File: src/rtl/core/sree_pkg.sv
`timescale 1ns / 1ps

package sree_pkg;

  // subrecord tags as read little-endian from the header
  localparam logic [31:0] TAG_LVLO       = 32'h4F4C_564C;
  localparam logic [31:0] TAG_KWDA       = 32'h4144_574B;
  localparam logic [15:0] ENTRY_MIN_SIZE = 16'd12;
  localparam logic [2:0]  HEADER_LAST    = 3'd5;

  // parser phase
  localparam logic [1:0] PH_HEADER = 2'd0;
  localparam logic [1:0] PH_DATA   = 2'd1;
  localparam logic [1:0] PH_STOP   = 2'd2;

  // what to do with the data of the current subrecord
  localparam logic [1:0] ACT_SKIP    = 2'd0;
  localparam logic [1:0] ACT_ENTRY   = 2'd1;
  localparam logic [1:0] ACT_KEYWORD = 2'd2;

  // result kinds
  localparam logic KIND_LEVELED = 1'b0;
  localparam logic KIND_KEYWORD = 1'b1;

  typedef struct packed {
    logic [7:0]  data_byte;
    logic [23:0] body_length;
    logic        is_leveled_list;
    logic        last_byte;
  } rec_item_t;

  typedef struct packed {
    logic        entry_kind;
    logic [31:0] form_id;
    logic [15:0] entry_level;
    logic [15:0] entry_count;
  } ent_item_t;

endpackage

File: src/rtl/core/subrecord_entry_extractor.sv
`timescale 1ns / 1ps

// Byte-serial subrecord parser. Record body bytes arrive on the rec channel, one per
// transfer, each carrying the body length, the leveled-list flag and a last-byte mark.
// The body is split into subrecords (6-byte little-endian header: 32-bit tag, 16-bit
// size). In a leveled-list body each LVLO subrecord of 12 bytes or more gives one
// entry (form id, level, count); in any other body each KWDA subrecord whose size is
// a multiple of 4 gives one keyword id per 4-byte word. Results leave on the ent
// channel. A header that does not fit, or a subrecord that would run past the body
// length, stops parsing until the last byte, after which the parser starts afresh.
// Throughput is one byte per clock while rec_ready is high: all parsing of a byte is
// done between the parser state registers and the result register, and a result shows
// up in the cycle after the byte that completes it. The result register is the only
// buffering, so rec_ready drops only while a result is held and ent_ready is low.
module subrecord_entry_extractor
  import sree_pkg::*;
#(
  parameter int OFFSET_WIDTH = 24
) (
  input  logic      clk,
  input  logic      rst,
  input  logic      rec_valid,
  output logic      rec_ready,
  input  rec_item_t rec_data,
  output logic      ent_valid,
  input  logic      ent_ready,
  output ent_item_t ent_data
);

  // compare width: covers offset plus header or subrecord size without overflow
  localparam int CW = ((OFFSET_WIDTH > 24) ? OFFSET_WIDTH : 24) + 2;

  // parser state
  logic [1:0]              phase,         phase_next;
  logic [OFFSET_WIDTH-1:0] body_offset,   body_offset_next;
  logic [2:0]              header_index,  header_index_next;
  logic [31:0]             sub_tag,       sub_tag_next;
  logic [15:0]             sub_size,      sub_size_next;
  logic [15:0]             data_index,    data_index_next;
  logic [1:0]              sub_action,    sub_action_next;
  logic [31:0]             word_collect,  word_collect_next;
  logic [15:0]             level_collect, level_collect_next;

  logic      fire;
  logic      res_valid;
  ent_item_t res;

  logic [7:0]    b;
  logic [CW-1:0] o_ext;
  logic [CW-1:0] len_ext;
  logic [15:0]   size_full;
  logic          hdr_fits;
  logic          sub_fits;
  logic          data_done;

  // a new byte is taken whenever the result register is free or being emptied
  assign rec_ready = !ent_valid || ent_ready;
  assign fire      = rec_valid && rec_ready;

  assign b         = rec_data.data_byte;
  assign o_ext     = CW'(body_offset);
  assign len_ext   = CW'(rec_data.body_length);
  // size as it stands once the sixth header byte is in
  assign size_full = {b, sub_size[7:0]};
  assign hdr_fits  = (o_ext + CW'(6)) <= len_ext;
  assign sub_fits  = (o_ext + CW'(1) + CW'(size_full)) <= len_ext;
  assign data_done = ({1'b0, data_index} + 17'd1) >= {1'b0, sub_size};

  always_comb begin
    phase_next         = phase;
    body_offset_next   = body_offset;
    header_index_next  = header_index;
    sub_tag_next       = sub_tag;
    sub_size_next      = sub_size;
    data_index_next    = data_index;
    sub_action_next    = sub_action;
    word_collect_next  = word_collect;
    level_collect_next = level_collect;
    res_valid          = 1'b0;
    res                = '0;

    unique case (phase)
      PH_HEADER: begin
        if (header_index == 3'd0 && !hdr_fits) begin
          phase_next = PH_STOP;
        end else begin
          // tag and size are clear at header start, so each byte just fills its lane
          if (header_index < 3'd4) begin
            sub_tag_next[8*header_index[1:0] +: 8] = b;
          end else if (header_index == 3'd4) begin
            sub_size_next[7:0] = b;
          end else begin
            sub_size_next[15:8] = b;
          end

          if (header_index >= HEADER_LAST) begin
            header_index_next = 3'd0;
            if (!sub_fits) begin
              phase_next = PH_STOP;
            end else begin
              if (rec_data.is_leveled_list) begin
                sub_action_next = (sub_tag == TAG_LVLO && size_full >= ENTRY_MIN_SIZE)
                                  ? ACT_ENTRY : ACT_SKIP;
              end else begin
                sub_action_next = (sub_tag == TAG_KWDA && size_full[1:0] == 2'd0)
                                  ? ACT_KEYWORD : ACT_SKIP;
              end
              data_index_next    = '0;
              word_collect_next  = '0;
              level_collect_next = '0;
              sub_tag_next       = '0;
              if (size_full == 16'd0) begin
                // empty subrecord: straight on to the next header
                phase_next      = PH_HEADER;
                sub_action_next = ACT_SKIP;
              end else begin
                phase_next = PH_DATA;
              end
            end
          end else begin
            header_index_next = header_index + 3'd1;
          end
        end
      end

      PH_DATA: begin
        case (sub_action)
          ACT_ENTRY: begin
            if (data_index < 16'd4) begin
              word_collect_next[8*data_index[1:0] +: 8] = b;
            end else if (data_index == 16'd4) begin
              level_collect_next[7:0] = b;
            end else if (data_index == 16'd5) begin
              level_collect_next[15:8] = b;
            end else if (data_index == 16'd8) begin
              // low byte of the count is parked in the tag register
              sub_tag_next = {24'd0, b};
            end else if (data_index == 16'd9) begin
              res_valid       = 1'b1;
              res.entry_kind  = KIND_LEVELED;
              res.form_id     = word_collect;
              res.entry_level = level_collect;
              res.entry_count = {b, sub_tag[7:0]};
            end
          end
          ACT_KEYWORD: begin
            if (data_index[1:0] == 2'd0) begin
              word_collect_next = {24'd0, b};
            end else begin
              word_collect_next[8*data_index[1:0] +: 8] = b;
            end
            if (data_index[1:0] == 2'd3) begin
              res_valid       = 1'b1;
              res.entry_kind  = KIND_KEYWORD;
              res.form_id     = {b, word_collect[23:0]};
              res.entry_level = '0;
              res.entry_count = '0;
            end
          end
          default: begin
          end
        endcase

        if (data_done) begin
          phase_next        = PH_HEADER;
          header_index_next = 3'd0;
          sub_tag_next      = '0;
          sub_size_next     = '0;
          data_index_next   = '0;
          sub_action_next   = ACT_SKIP;
        end else begin
          data_index_next = data_index + 16'd1;
        end
      end

      default: begin
        // stopped: ignore bytes until the end of the body
      end
    endcase

    // offset saturates on very long bodies
    if (body_offset != {OFFSET_WIDTH{1'b1}}) begin
      body_offset_next = body_offset + OFFSET_WIDTH'(1);
    end

    // end of body: back to the initial state
    if (rec_data.last_byte) begin
      phase_next         = PH_HEADER;
      body_offset_next   = '0;
      header_index_next  = 3'd0;
      sub_tag_next       = '0;
      sub_size_next      = '0;
      data_index_next    = '0;
      sub_action_next    = ACT_SKIP;
      word_collect_next  = '0;
      level_collect_next = '0;
    end
  end

  // parser state registers, advanced once per accepted byte
  always_ff @(posedge clk) begin
    if (rst) begin
      phase         <= PH_HEADER;
      body_offset   <= '0;
      header_index  <= 3'd0;
      sub_tag       <= '0;
      sub_size      <= '0;
      data_index    <= '0;
      sub_action    <= ACT_SKIP;
      word_collect  <= '0;
      level_collect <= '0;
    end else if (fire) begin
      phase         <= phase_next;
      body_offset   <= body_offset_next;
      header_index  <= header_index_next;
      sub_tag       <= sub_tag_next;
      sub_size      <= sub_size_next;
      data_index    <= data_index_next;
      sub_action    <= sub_action_next;
      word_collect  <= word_collect_next;
      level_collect <= level_collect_next;
    end
  end

  // result register
  always_ff @(posedge clk) begin
    if (rst) begin
      ent_valid <= 1'b0;
    end else if (fire && res_valid) begin
      ent_valid <= 1'b1;
    end else if (ent_ready) begin
      ent_valid <= 1'b0;
    end
  end

  always_ff @(posedge clk) begin
    if (fire && res_valid) begin
      ent_data <= res;
    end
  end

endmodule

File: config.mk
export PLATFORM = sky130hd
export DESIGN_NAME = subrecord_entry_extractor
export DESIGN_NICKNAME = d
export VERILOG_FILES = /design/src/rtl/core/sree_pkg.sv /design/src/rtl/core/subrecord_entry_extractor.sv
export SDC_FILE = /design/constraint.sdc
export NUM_CORES = 1
export LEC_CHECK = 0
export BUFFER_PORTS_ARGS = -buffer_cell sky130_fd_sc_hd__buf_2
export CORE_ASPECT_RATIO = 0.75
export CORE_MARGIN = 5
export CORE_UTILIZATION = 55
export CTS_CLUSTER_SIZE = 12
export DETAILED_ROUTE_END_ITERATION = 8
export PLACE_DENSITY_LB_ADDON = 0.12
export SLEW_MARGIN = 20
export SYNTH_ARGS = -nofsm -noshare
export SYNTH_HDL_FRONTEND = slang
export SYNTH_SLANG_ARGS = --single-unit
File: constraint.sdc
create_clock -name clk -period 5.1 [get_ports clk]
set_clock_uncertainty 0.1 [all_clocks]
set_input_delay 1.53 -clock clk [delete_from_list [all_inputs] [get_ports clk]]
set_output_delay 1.53 -clock clk [all_outputs]
set_load 0.01 [all_outputs]
== After elaboration in Yosys (flattened, before gate mapping) ==
Index checks and enable logic that the tools add are counted.
Word-level totals
  register bits: 209
  output and inout port bits: 67
  logic and storage cells: 177
Cells by class
  $add $sub $neg: 9
  $lt $le $gt $ge: 7
  eq/ne operators: 32
  shift-type cells: 4
  mux-type cells: 82
  reductions and logical operators: 27
Operators by type and width (number)
  $mux 32: 17
  $mux 64: 5
  $mux 16: 12
  $pmux 32 s2: 3
  $pmux 65 s2: 1
  $pmux 16 s2: 3
  $neg 5->34: 2
  $shift 8x34->32 const A: 2
  $shiftx 8x34->32: 2
  $mux 65: 1
  $bwmux 32: 2
  $eq 32x31->1 const B: 2
  $mux 24: 2
  $mux 8: 5
  $ne 3x3->1 const B: 11
  $eq 16x3->1 const B: 2
  $eq 16x4->1 const B: 2
  $add 25x16->26: 1
  $le 26x24->1: 1
  $add 24x1->25 const B: 1
  $add 24x3->25 const B: 1
  $le 25x24->1: 1
  $add 24x1->24 const B: 1
  $mux 2: 12
  36 further kinds: 69

== Longest topological paths before layout ==
Gate-level depths: netlist of the first run.
  depth in word-level cells: 10
  gate-level depth with buffers: 23

== Worst setup path after synthesis of the first run ==
OpenSTA, ideal clock, no wires.
  path kind: flip-flop to flip-flop
  start point: reg data_index[4]
  end point: reg ent_data[0] (netlist name), enable pin
  setup time: 488 ps
  arrival: 4687 ps
  slack: -175 ps
  cell stages (with the launch flop): 11
  path through: dfxtp_1 -> buf_2 -> nor4_1 -> nand4_1 -> nor3b_2 -> and3b_1 -> and2_1 -> buf_4 -> nor2_1 -> buf_2 -> nor2_1
Between the ends
  word-level cells in the longest chain between the ends: 9
  elaborated cells between the ends (all ways): 13
  those cells by class: order compare (1); eq/ne (4); mux (7); reduce/logical (1)
Ends and longest elaborated chain
  start: declaration: line subrecord_entry_extractor.sv:39  | logic [15:0] data_index, data_index_next;
  start signal: assignment: line subrecord_entry_extractor.sv:218  | data_index <= data_index_next;
  $eq 16x4->1: line subrecord_entry_extractor.sv:138  | end else if (data_index == 16'd9) begin
  $mux 1: line subrecord_entry_extractor.sv:138
  $mux 1: line subrecord_entry_extractor.sv:135  | end else if (data_index == 16'd8) begin
  $mux 1: line subrecord_entry_extractor.sv:133  | end else if (data_index == 16'd5) begin
  $mux 1: line subrecord_entry_extractor.sv:131  | end else if (data_index == 16'd4) begin
  $mux 1 (*): line subrecord_entry_extractor.sv:129  | if (data_index < 16'd4) begin
  $pmux 1 s2 (*): line subrecord_entry_extractor.sv:127  | case (sub_action)
  $mux 1 (*): line subrecord_entry_extractor.sv:82  | unique case (phase)
  $logic_and 1x1->1 (*): line subrecord_entry_extractor.sv:237  | if (fire && res_valid) begin
  end signal: assignment: line subrecord_entry_extractor.sv:238  | ent_data <= res;
  end: declaration: line subrecord_entry_extractor.sv:27  | output ent_item_t ent_data
Every way passes the cells marked *; elsewhere a longest branch is shown, timed or not.
A chain may end at the register's enable or synchronous reset.

== Worst setup path after layout of the first run ==
  start point: reg sub_size[0]
  end point: reg level_collect[6]
Between the ends
  word-level cells in the longest chain between the ends: 4
Ends and longest elaborated chain
  start: declaration: line subrecord_entry_extractor.sv:38  | logic [15:0] sub_size, sub_size_next;
  start signal: assignment: line subrecord_entry_extractor.sv:217  | sub_size <= sub_size_next;
  $add 25x16->26: line subrecord_entry_extractor.sv:66  | assign sub_fits = (o_ext + CW'(1) + CW'(size_full)) <= len_ext;
  $le 26x24->1: line subrecord_entry_extractor.sv:66
  $ne 3x3->1 (no source line)
  $reduce_and 8->1 (no source line)
  end signal: assignment: line subrecord_entry_extractor.sv:221  | level_collect <= level_collect_next;
  end: declaration: line subrecord_entry_extractor.sv:42  | logic [15:0] level_collect, level_collect_next;
Every way passes these cells.

==> out/summary.json, run 1 <==
{
  "drt-pass1-iter-count": {"value": 5},
  "maxSlewViolCount": {"value": 0},
  "clk_pin_slew": {"value": 60, "unit": "ps"},
  "pre_cts_ws": {"value": -512, "unit": "ps"},
  "power.sequential.fraction": {"value": 48.5, "unit": "%"},
  "vias_in_the_first_global_route": {"value": 9969},
  "insertion_delay": {"value": 510, "unit": "ps"},
  "die_area": {"value": 25600, "unit": "µm²"},
  "drv_cap": {"value": 0},
  "cp_slowest_cell": {"value": "fa_1"},
  "grt_setup_unrepaired": {"value": "no"},
  "worst_hold_startpoint": {"value": "level_collect[8]"},
  "drive_gt1_share": {"value": 16.4, "unit": "%"},
  "r2r_slack": {"value": 250, "unit": "ps"},
  "post_cts_buffers": {"value": 0},
  "post_cts_resize_count": {"value": 0},
  "cp_slowest_stage_delay": {"value": 410, "unit": "ps"},
  "cts-htree-levels": {"value": 1},
  "clkSinkCount": {"value": 209},
  "route.antenna.remaining_nets": {"value": 0},
  "cp-endpoint": {"value": "level_collect[6]"},
  "timing_worst_slew_pin_value": {"value": 896, "unit": "ps"},
  "io-pin-count": {"value": 105},
  "combinationalPowerShare": {"value": 8.6, "unit": "%"},
  "layout.nets": {"value": 1638},
  "fp-row-count": {"value": 47},
  "detail_route.wl_per_cell": {"value": 18.4, "unit": "µm"},
  "antenna_found_initial": {"value": 0},
  "timing.critical_path.to_type": {"value": "flip-flop"},
  "drt-initial-drc-count": {"value": 945},
  "clock-root-buffer": {"value": "clkbuf_16"},
  "fin_hold_ws": {"value": 356, "unit": "ps"},
  "reg2reg_depth": {"value": 23},
  "crit_fanout": {"value": 8},
  "final_core_utilization": {"value": 65.0, "unit": "%"},
  "via_per_inst": {"value": 5.92},
  "report.final.hold_viol_count": {"value": 0},
  "synth_commonest_cells": {"value": "144 x dfxtp_1, 111 x inv_1, 98 x nand2_1, 97 x ha_1, 93 x nand3_1"},
  "reported_leakage_power": {"value": 5.82, "unit": "nW"},
  "gr-usage-all-layers": {"value": 25.3, "unit": "%"},
  "grt_start_max_net_pins": {"value": 66},
  "numPlacedInstances": {"value": 1772},
  "synth_area_leaders": {"value": "dfxtp_1 23%, edfxtp_1 16%, ha_1 9.8%, nand3_1 3.8%, inv_1 3.4%"},
  "worstPathRequired": {"value": 5430, "unit": "ps"},
  "synth_edf_count": {"value": 65},
  "initial_utilization": {"value": 55.9, "unit": "%"},
  "cts_hold_repair.buffers": {"value": 0},
  "gp_congestion": {"value": 0.913},
  "post_synth.cell_area_avg": {"value": 9.00, "unit": "µm²"},
  "min-delay-path-class": {"value": "reg2reg"},
  "areaGrowthSynthToFinish": {"value": 16.3, "unit": "%"},
  "yosys.area.top_type_share": {"value": 23.3, "unit": "%"},
  "io_buffers": {"value": 104},
  "fp.dieH": {"value": 140, "unit": "µm"},
  "post_synthesis_net_count": {"value": 1508},
  "cell_internal_pwr": {"value": 2.71, "unit": "mW"},
  "rr_startpoint": {"value": "sub_size[0]"},
  "cts_made_buffers": {"value": 22},
  "layout_worst_path_cycle_share": {"value": 95.0, "unit": "%"},
  "cell_area_placed": {"value": 13600, "unit": "µm²"},
  "max-clock-path-buffers": {"value": 3},
  "p_clk_share": {"value": 42.9, "unit": "%"},
  "cp.arrival": {"value": 5180, "unit": "ps"},
  "synthMostInstantiatedCell": {"value": "dfxtp_1"},
  "finalSetupViolations": {"value": 0},
  "post-synth-top-area-cell": {"value": "dfxtp_1"},
  "cellPowerDensity": {"value": 247, "unit": "nW/µm²"},
  "syn-cell-area": {"value": 12400, "unit": "µm²"},
  "dr_total_vias": {"value": 10700},
  "drt_wl_total": {"value": 33.3, "unit": "mm"},
  "startpoint": {"value": "sub_size[0]"},
  "max_freq": {"value": 0.206, "unit": "GHz"},
  "post_layout_cell_count": {"value": 1812},
  "worst_setup_path_start_kind": {"value": "flip-flop"},
  "path_class": {"value": "reg2reg"},
  "netSwitchingPower": {"value": 0.838, "unit": "mW"},
  "vdd_ir_drop_max": {"value": 0.229, "unit": "mV"},
  "diodes": {"value": 0},
  "grt_pass1_wl": {"value": 53.5, "unit": "mm"},
  "fp.dieW": {"value": 183, "unit": "µm"},
  "power.share.switching": {"value": 23.6, "unit": "%"},
  "finish.instance_area": {"value": 14400, "unit": "µm²"},
  "run_status": {"value": "completed"},
  "dpl.hpwl": {"value": 24.3, "unit": "mm"},
  "synth.yosys.seq_area_share": {"value": 39.1, "unit": "%"},
  "synthCells": {"value": 1372},
  "hold_depth": {"value": 2},
  "worst_slack": {"value": 255, "unit": "ps"},
  "timing.critical_path.cells": {"value": "inv_1, ha_1, inv_1, fa_1, a21o_1, nand3_1, a21oi_1, or3_1, a31o_2, a311oi_2, o21bai_1, xor2_1, ha_1, nand4_1, nor2_1, a211o_1, o21a_1, a31o_2, a21oi_4, buf_12, a21o_1, buf_12, mux2i_1"},
  "fp.coreArea": {"value": 22100, "unit": "µm²"},
  "post_synth_num_cell_types": {"value": 76},
  "yosys_warnings": {"value": 0},
  "globalRouteOverflowTotal": {"value": 0},
  "synthArstFlopShare": {"value": 0, "unit": "%"},
  "worst_slew_margin_rel": {"value": 40.3, "unit": "%"},
  "post-route-drc-count": {"value": 0},
  "final.min_clock_period": {"value": 4850, "unit": "ps"},
  "cts_tree": {"value": "done"},
  "most_common_flop_cell_mapped_by_yosys": {"value": "dfxtp_1"},
  "yosys_register_bits": {"value": 209},
  "worst_r2r_endpoint": {"value": "level_collect[6]"}
}
-- worst max-delay path: cells and delay by family, from the launching register on --
| family | cells | cell delay [ps] |
|---|---|---|
| multiplexers | 1 | 180 |
| buffers and inverters | 4 | 490 |
| XOR/XNOR | 1 | 150 |
| adder cells (fa/ha/maj) | 3 | 880 |
| AND/OR/NAND/NOR | 4 | 660 |
| flip-flops | 1 | 310 |
| AO/OA/AOI/OAI | 10 | 2000 |
-- routing by layer --
layer  part of all wire [%]  track usage [%]  routed length, µm  vias up
met5                      0                0                  0        -
met4                    1.5             3.96                505        0
met3                    7.2             3.52               2410       43
met2                     42             37.1              14000      359
met1                     49             40.4              16400     5072
li1                       -                -                  -     5260
-- how the worst min path moves through the flow --
stage / endpoint
after floorplan: level_collect[0]
after global placement: level_collect[0]
after detailed placement: sub_size[12]
after CTS: sub_size[12]
after global routing: sub_size[11]
final: level_collect[8]
-- cells in the final DEF (no fill, tap or decap), drive strengths merged, types with 7 or more instances in the layout --
master and n:
o221ai 9, a21oi 60, xor2 39, a21o 10
a211oi 10, or3 10, and2 10, nand4 27
or4 12, and3 47, mux2i 27, nand2 98
dfxtp 144, nand4b 16, nor4 24, o211ai 30
nand3 95, a22o 17, inv 111, buf 184
nand2b 17, nor3 16, nor2 84, a32oi 25
ha 97, xnor2 34, o31ai 8, nor2b 22
a31oi 10, o21ai 60, edfxtp 65, o21a 7
clkbuf 36
-- power groups by stage --
stage	clock (mW)	sequential, mW	combinational [mW]
floorplan	0	1.76	0.176
global placement	0	1.76	0.293
detailed placement	0	1.76	0.297
CTS	1.54	1.72	0.299
global route	1.62	1.72	0.335
finish	1.52	1.72	0.305
-- state kept, by name (all words and copies together) (netlist names) --
register / cells
word_collect: 32
data_index: 16
ent_data: 65
body_offset: 24
sub_tag: 32
header_index: 3
sub_size: 16
phase: 2
ent_valid: 1
level_collect: 16
sub_action: 2
-- logic make-up (layout without fill, tap and decap cells) --
kind of cell | Yosys count | in the layout | share of synthesized area, %
and+or+nand+nor | 495 | 495 | 21.8
AOI/OAI and AO/OA | 280 | 280 | 15.4
muxes | 27 | 27 | 2.19
buffers and inverters | 190 | 336 | 6.27
xor gates and xnor gates | 73 | 73 | 5.18
adders and majority gates | 98 | 98 | 9.99
DFF | 209 | 209 | 39.1
-- through the flow --
step	power [mW]	setup TNS (ps)
finish	3.55	0
floorplan	1.93	0
detailed placement	2.06	-32560
CTS	3.56	0
global placement	2.05	-24570
global route	3.68	0
-- cell type report --
class | instances | area, µm²
clock buffers | 36 | 623
inverters | 112 | 420
well taps | 294 | 368
fillers | 1941 | 7740
repair buffers | 184 | 1250
clock inverters | 4 | 56.3
multi-input cells | 973 | 6820
flip-flops and latches | 209 | 4830
Power figures use the tool's default switching activity.
==> run 2: changes to the inputs <==
- CORE_UTILIZATION: 55 -> 56
- CTS_BUF_LIST: default -> sky130_fd_sc_hd__clkbuf_8
- RECOVER_POWER: default -> 50
- SETUP_SLACK_MARGIN: default -> 0.15
==> run 2 against run 1 <==
  * The run now ends with capacitance limit, slew limit left
  * Via count hardly changed
  * Clock power shrank 6%
  * Wire length decreased by 0.11%
  * Design area down 1.4%
  * Critical endpoint is now sub_action[1]
  * Largest cell class unchanged
==> out/summary.json, run 2 (synthesis results as in run 1) <==
{
  "dpl.hpwl": {"value": 24.0, "unit": "mm", "change": "-1.3%"},
  "cellPowerDensity": {"value": 244, "unit": "nW/µm²", "change": "-1.4%"},
  "largest_register_ff_count": {"value": 65, "change": "unchanged"},
  "die_area": {"value": 25200, "unit": "µm²", "change": "-1.7%"},
  "cts-htree-levels": {"value": 2, "change": "+1"},
  "rr_startpoint": {"value": "body_offset[0]"},
  "fp.coreArea": {"value": 21900, "unit": "µm²", "change": "-1.1%"},
  "report.final.hold_viol_count": {"value": 0, "change": "unchanged"},
  "cts_tree": {"value": "done"},
  "max-clock-path-buffers": {"value": 3, "change": "unchanged"},
  "timing.critical_path.to_type": {"value": "flip-flop"},
  "finalSetupViolations": {"value": 0, "change": "unchanged"},
  "r2r_slack": {"value": 360, "unit": "ps", "change": "+110 ps"},
  "area_used_by_multi_input_combinational_logic": {"value": 6830, "unit": "µm²", "change": "+0.17%"},
  "violations": {"value": "capacitance limit, slew limit"},
  "layout.cells.most_common_list": {"value": "143 x dfxtp_1, 126 x inv_1, 96 x nand2_1, 95 x ha_1, 93 x nand3_1"},
  "initial_utilization": {"value": 56.5, "unit": "%", "change": "+0.60 points"},
  "grt_setup_unrepaired": {"value": "yes"},
  "cts_made_buffers": {"value": 34, "change": "+55%"},
  "drive_gt1_share": {"value": 12.2, "unit": "%", "change": "-4.2 points"},
  "fp.dieH": {"value": 139, "unit": "µm", "change": "-0.83%"},
  "reg2reg_depth": {"value": 22, "change": "-4.3%"},
  "cts_hold_repair.buffers": {"value": 0, "change": "unchanged"},
  "drt-initial-drc-count": {"value": 1059, "change": "+12%"},
  "diodes": {"value": 0, "change": "unchanged"},
  "timing_worst_slew_pin_value": {"value": 1780, "unit": "ps", "change": "+880 ps"},
  "num-fill-cells": {"value": 1914, "change": "-1.4%"},
  "dr_total_vias": {"value": 10700, "change": "+0.075%"},
  "cp.arrival": {"value": 5150, "unit": "ps", "change": "-30 ps"},
  "drt-pass1-iter-count": {"value": 6, "change": "+1"},
  "clkSinkCount": {"value": 209, "change": "unchanged"},
  "finish.instance_area": {"value": 14200, "unit": "µm²", "change": "-1.4%"},
  "io_buffers": {"value": 104, "change": "unchanged"},
  "clock-root-buffer": {"value": "clkbuf_8"},
  "post_layout_cell_count": {"value": 1821, "change": "+0.50%"},
  "vdd_ir_drop_max": {"value": 0.162, "unit": "mV", "change": "-30%"},
  "globalRouteOverflowTotal": {"value": 0, "change": "unchanged"},
  "regMostFlops": {"value": "ent_data"},
  "cell_area_placed": {"value": 13500, "unit": "µm²", "change": "-0.73%"},
  "grt_pass1_wl": {"value": 53.3, "unit": "mm", "change": "-0.49%"},
  "numPlacedInstances": {"value": 1758, "change": "-0.79%"},
  "detail_route.wl_per_cell": {"value": 18.2, "unit": "µm", "change": "-0.61%"},
  "worst_r2r_endpoint": {"value": "sub_action[1]"},
  "clk_pin_slew": {"value": 60, "unit": "ps", "change": "about the same"},
  "grt_start_max_net_pins": {"value": 66, "change": "unchanged"},
  "min-delay-path-class": {"value": "reg2reg"},
  "worst_setup_path_start_kind": {"value": "input pin"},
  "max_freq": {"value": 0.208, "unit": "GHz", "change": "+0.92%"},
  "fp.dieW": {"value": 182, "unit": "µm", "change": "-0.85%"},
  "areaGrowthSynthToFinish": {"value": 14.7, "unit": "%"},
  "via_per_inst": {"value": 5.90, "change": "-0.42%"},
  "route.antenna.remaining_nets": {"value": 0, "change": "unchanged"},
  "layout_worst_path_cycle_share": {"value": 94.1, "unit": "%", "change": "-0.87 points"},
  "run_status": {"value": "finished with violations"},
  "drt_wl_total": {"value": 33.2, "unit": "mm", "change": "-0.11%"},
  "final_core_utilization": {"value": 64.8, "unit": "%", "change": "-0.22 points"},
  "most_common_cell_after_layout_fill_and_taps_aside": {"value": "dfxtp_1"},
  "final.min_clock_period": {"value": 4800, "unit": "ps", "change": "-44.3 ps"},
  "finalPower": {"value": 3.46, "unit": "mW", "change": "-2.7%"},
  "drv_cap": {"value": 1, "change": "+1"},
  "reg.largest.list": {"value": "ent_data (65), sub_tag (32), word_collect (32)"},
  "post-route-drc-count": {"value": 0, "change": "unchanged"},
  "reported_leakage_power": {"value": 5.63, "unit": "nW", "change": "-3.3%"},
  "path_class": {"value": "in2reg"},
  "gr-usage-all-layers": {"value": 25.5, "unit": "%", "change": "+0.17 points"},
  "antenna_found_initial": {"value": 0, "change": "unchanged"},
  "area.sequential": {"value": 4840, "unit": "µm²", "change": "about the same"},
  "worstPathRequired": {"value": 5450, "unit": "ps", "change": "+20 ps"},
  "vias_in_the_first_global_route": {"value": 9826, "change": "-1.4%"},
  "io-pin-count": {"value": 105, "change": "unchanged"},
  "worst_slew_margin_rel": {"value": -18.8, "unit": "%", "change": "-59 points"},
  "insertion_delay": {"value": 540, "unit": "ps", "change": "+30 ps"},
  "fp-row-count": {"value": 47, "change": "unchanged"},
  "gp_congestion": {"value": 0.914, "change": "+0.14%"},
  "maxSlewViolCount": {"value": 26, "change": "+26"},
  "hold_depth": {"value": 2, "change": "unchanged"},
  "whs_endpoint": {"value": "sub_size[8]"},
  "layout.nets": {"value": 1637, "change": "-0.061%"},
  "worst_hold_startpoint": {"value": "sub_size[8]"},
  "crit_fanout": {"value": 14, "change": "+6"}
}
==> run 2: cell count changes in the layout (fill, tap and decap cells not counted), sizes merged <==
cell and change:
clkinv -1, buf -82, inv +18, clkbuf +73, clkinvlp +1
==> run 2: where the power goes <==
group	internal, mW	leakage, nW	switching, mW
Clock	0.767	0.402	0.664
Combinational	0.111	3.47	0.188
Sequential	1.71	1.76	0.0115
Total	2.59	5.63	0.864
==> run 2: cell type report <==
type | instances | share of cell area (%)
inverters | 112 | 2.97
well taps | 294 | 2.60
clock buffers | 40 | 3.89
multi-input cells | 973 | 48.2
repair buffers | 171 | 7.35
clock inverters | 22 | 0.848
flip-flops and latches | 209 | 34.1
==> run 2: worst max-delay path, cell delays in order <==
cell and delay, ps:
buf_2 120, ha_4 290, nand3_1 80, a211o_1 270, a21oi_1 210, o31a_1 310
o21ai_1 110, xnor2_1 130, ha_1 310, a2111oi_2 300, o21ai_0 130, o21ai_1 150
o21a_1 150, a31o_2 150, a21oi_4 70, buf_12 150, or4_4 540, o22ai_1 130
==> run 2: how the worst max path moves through the flow <==
stage	startpoint	endpoint	slack [ps]
after floorplan	rec_data[30]	sub_action[0]	160
after global placement	rec_data[27]	word_collect[19]	-150
after detailed placement	rec_data[27]	word_collect[19]	-230
after CTS	sub_size[0]	word_collect[19]	250
after global routing	rec_data[26]	sub_action[1]	110
final	rec_data[27]	sub_action[1]	300
==> run 2: per-layer routing <==
metal | share of wire, % | track usage, % | up-vias | wire [µm]
li1 | - | - | 5255 | -
met1 | 50 | 41.3 | 5023 | 16600
met2 | 40 | 35.7 | 425 | 13400
met3 | 8.5 | 4.25 | 39 | 2810
met4 | 1.2 | 4.62 | 0 | 401
met5 | 0 | 0 | - | 0
==> run 2: repair_timing <==
action,4_1_cts,5_1_grt
resized for setup,0,19
buffers inserted,0,0
endpoints found under the setup margin,0,111
==> run 2: per-stage QoR <==
step,setup WS (ps),hold WS (ps),setup TNS [ps]
2_1_floorplan,160,334,0
3_3_place_gp,-145,342,-7780
3_5_place_dp,-227,350,-13660
4_1_cts,247,359,0
5_1_grt,113,375,0
6_report,299,356,0
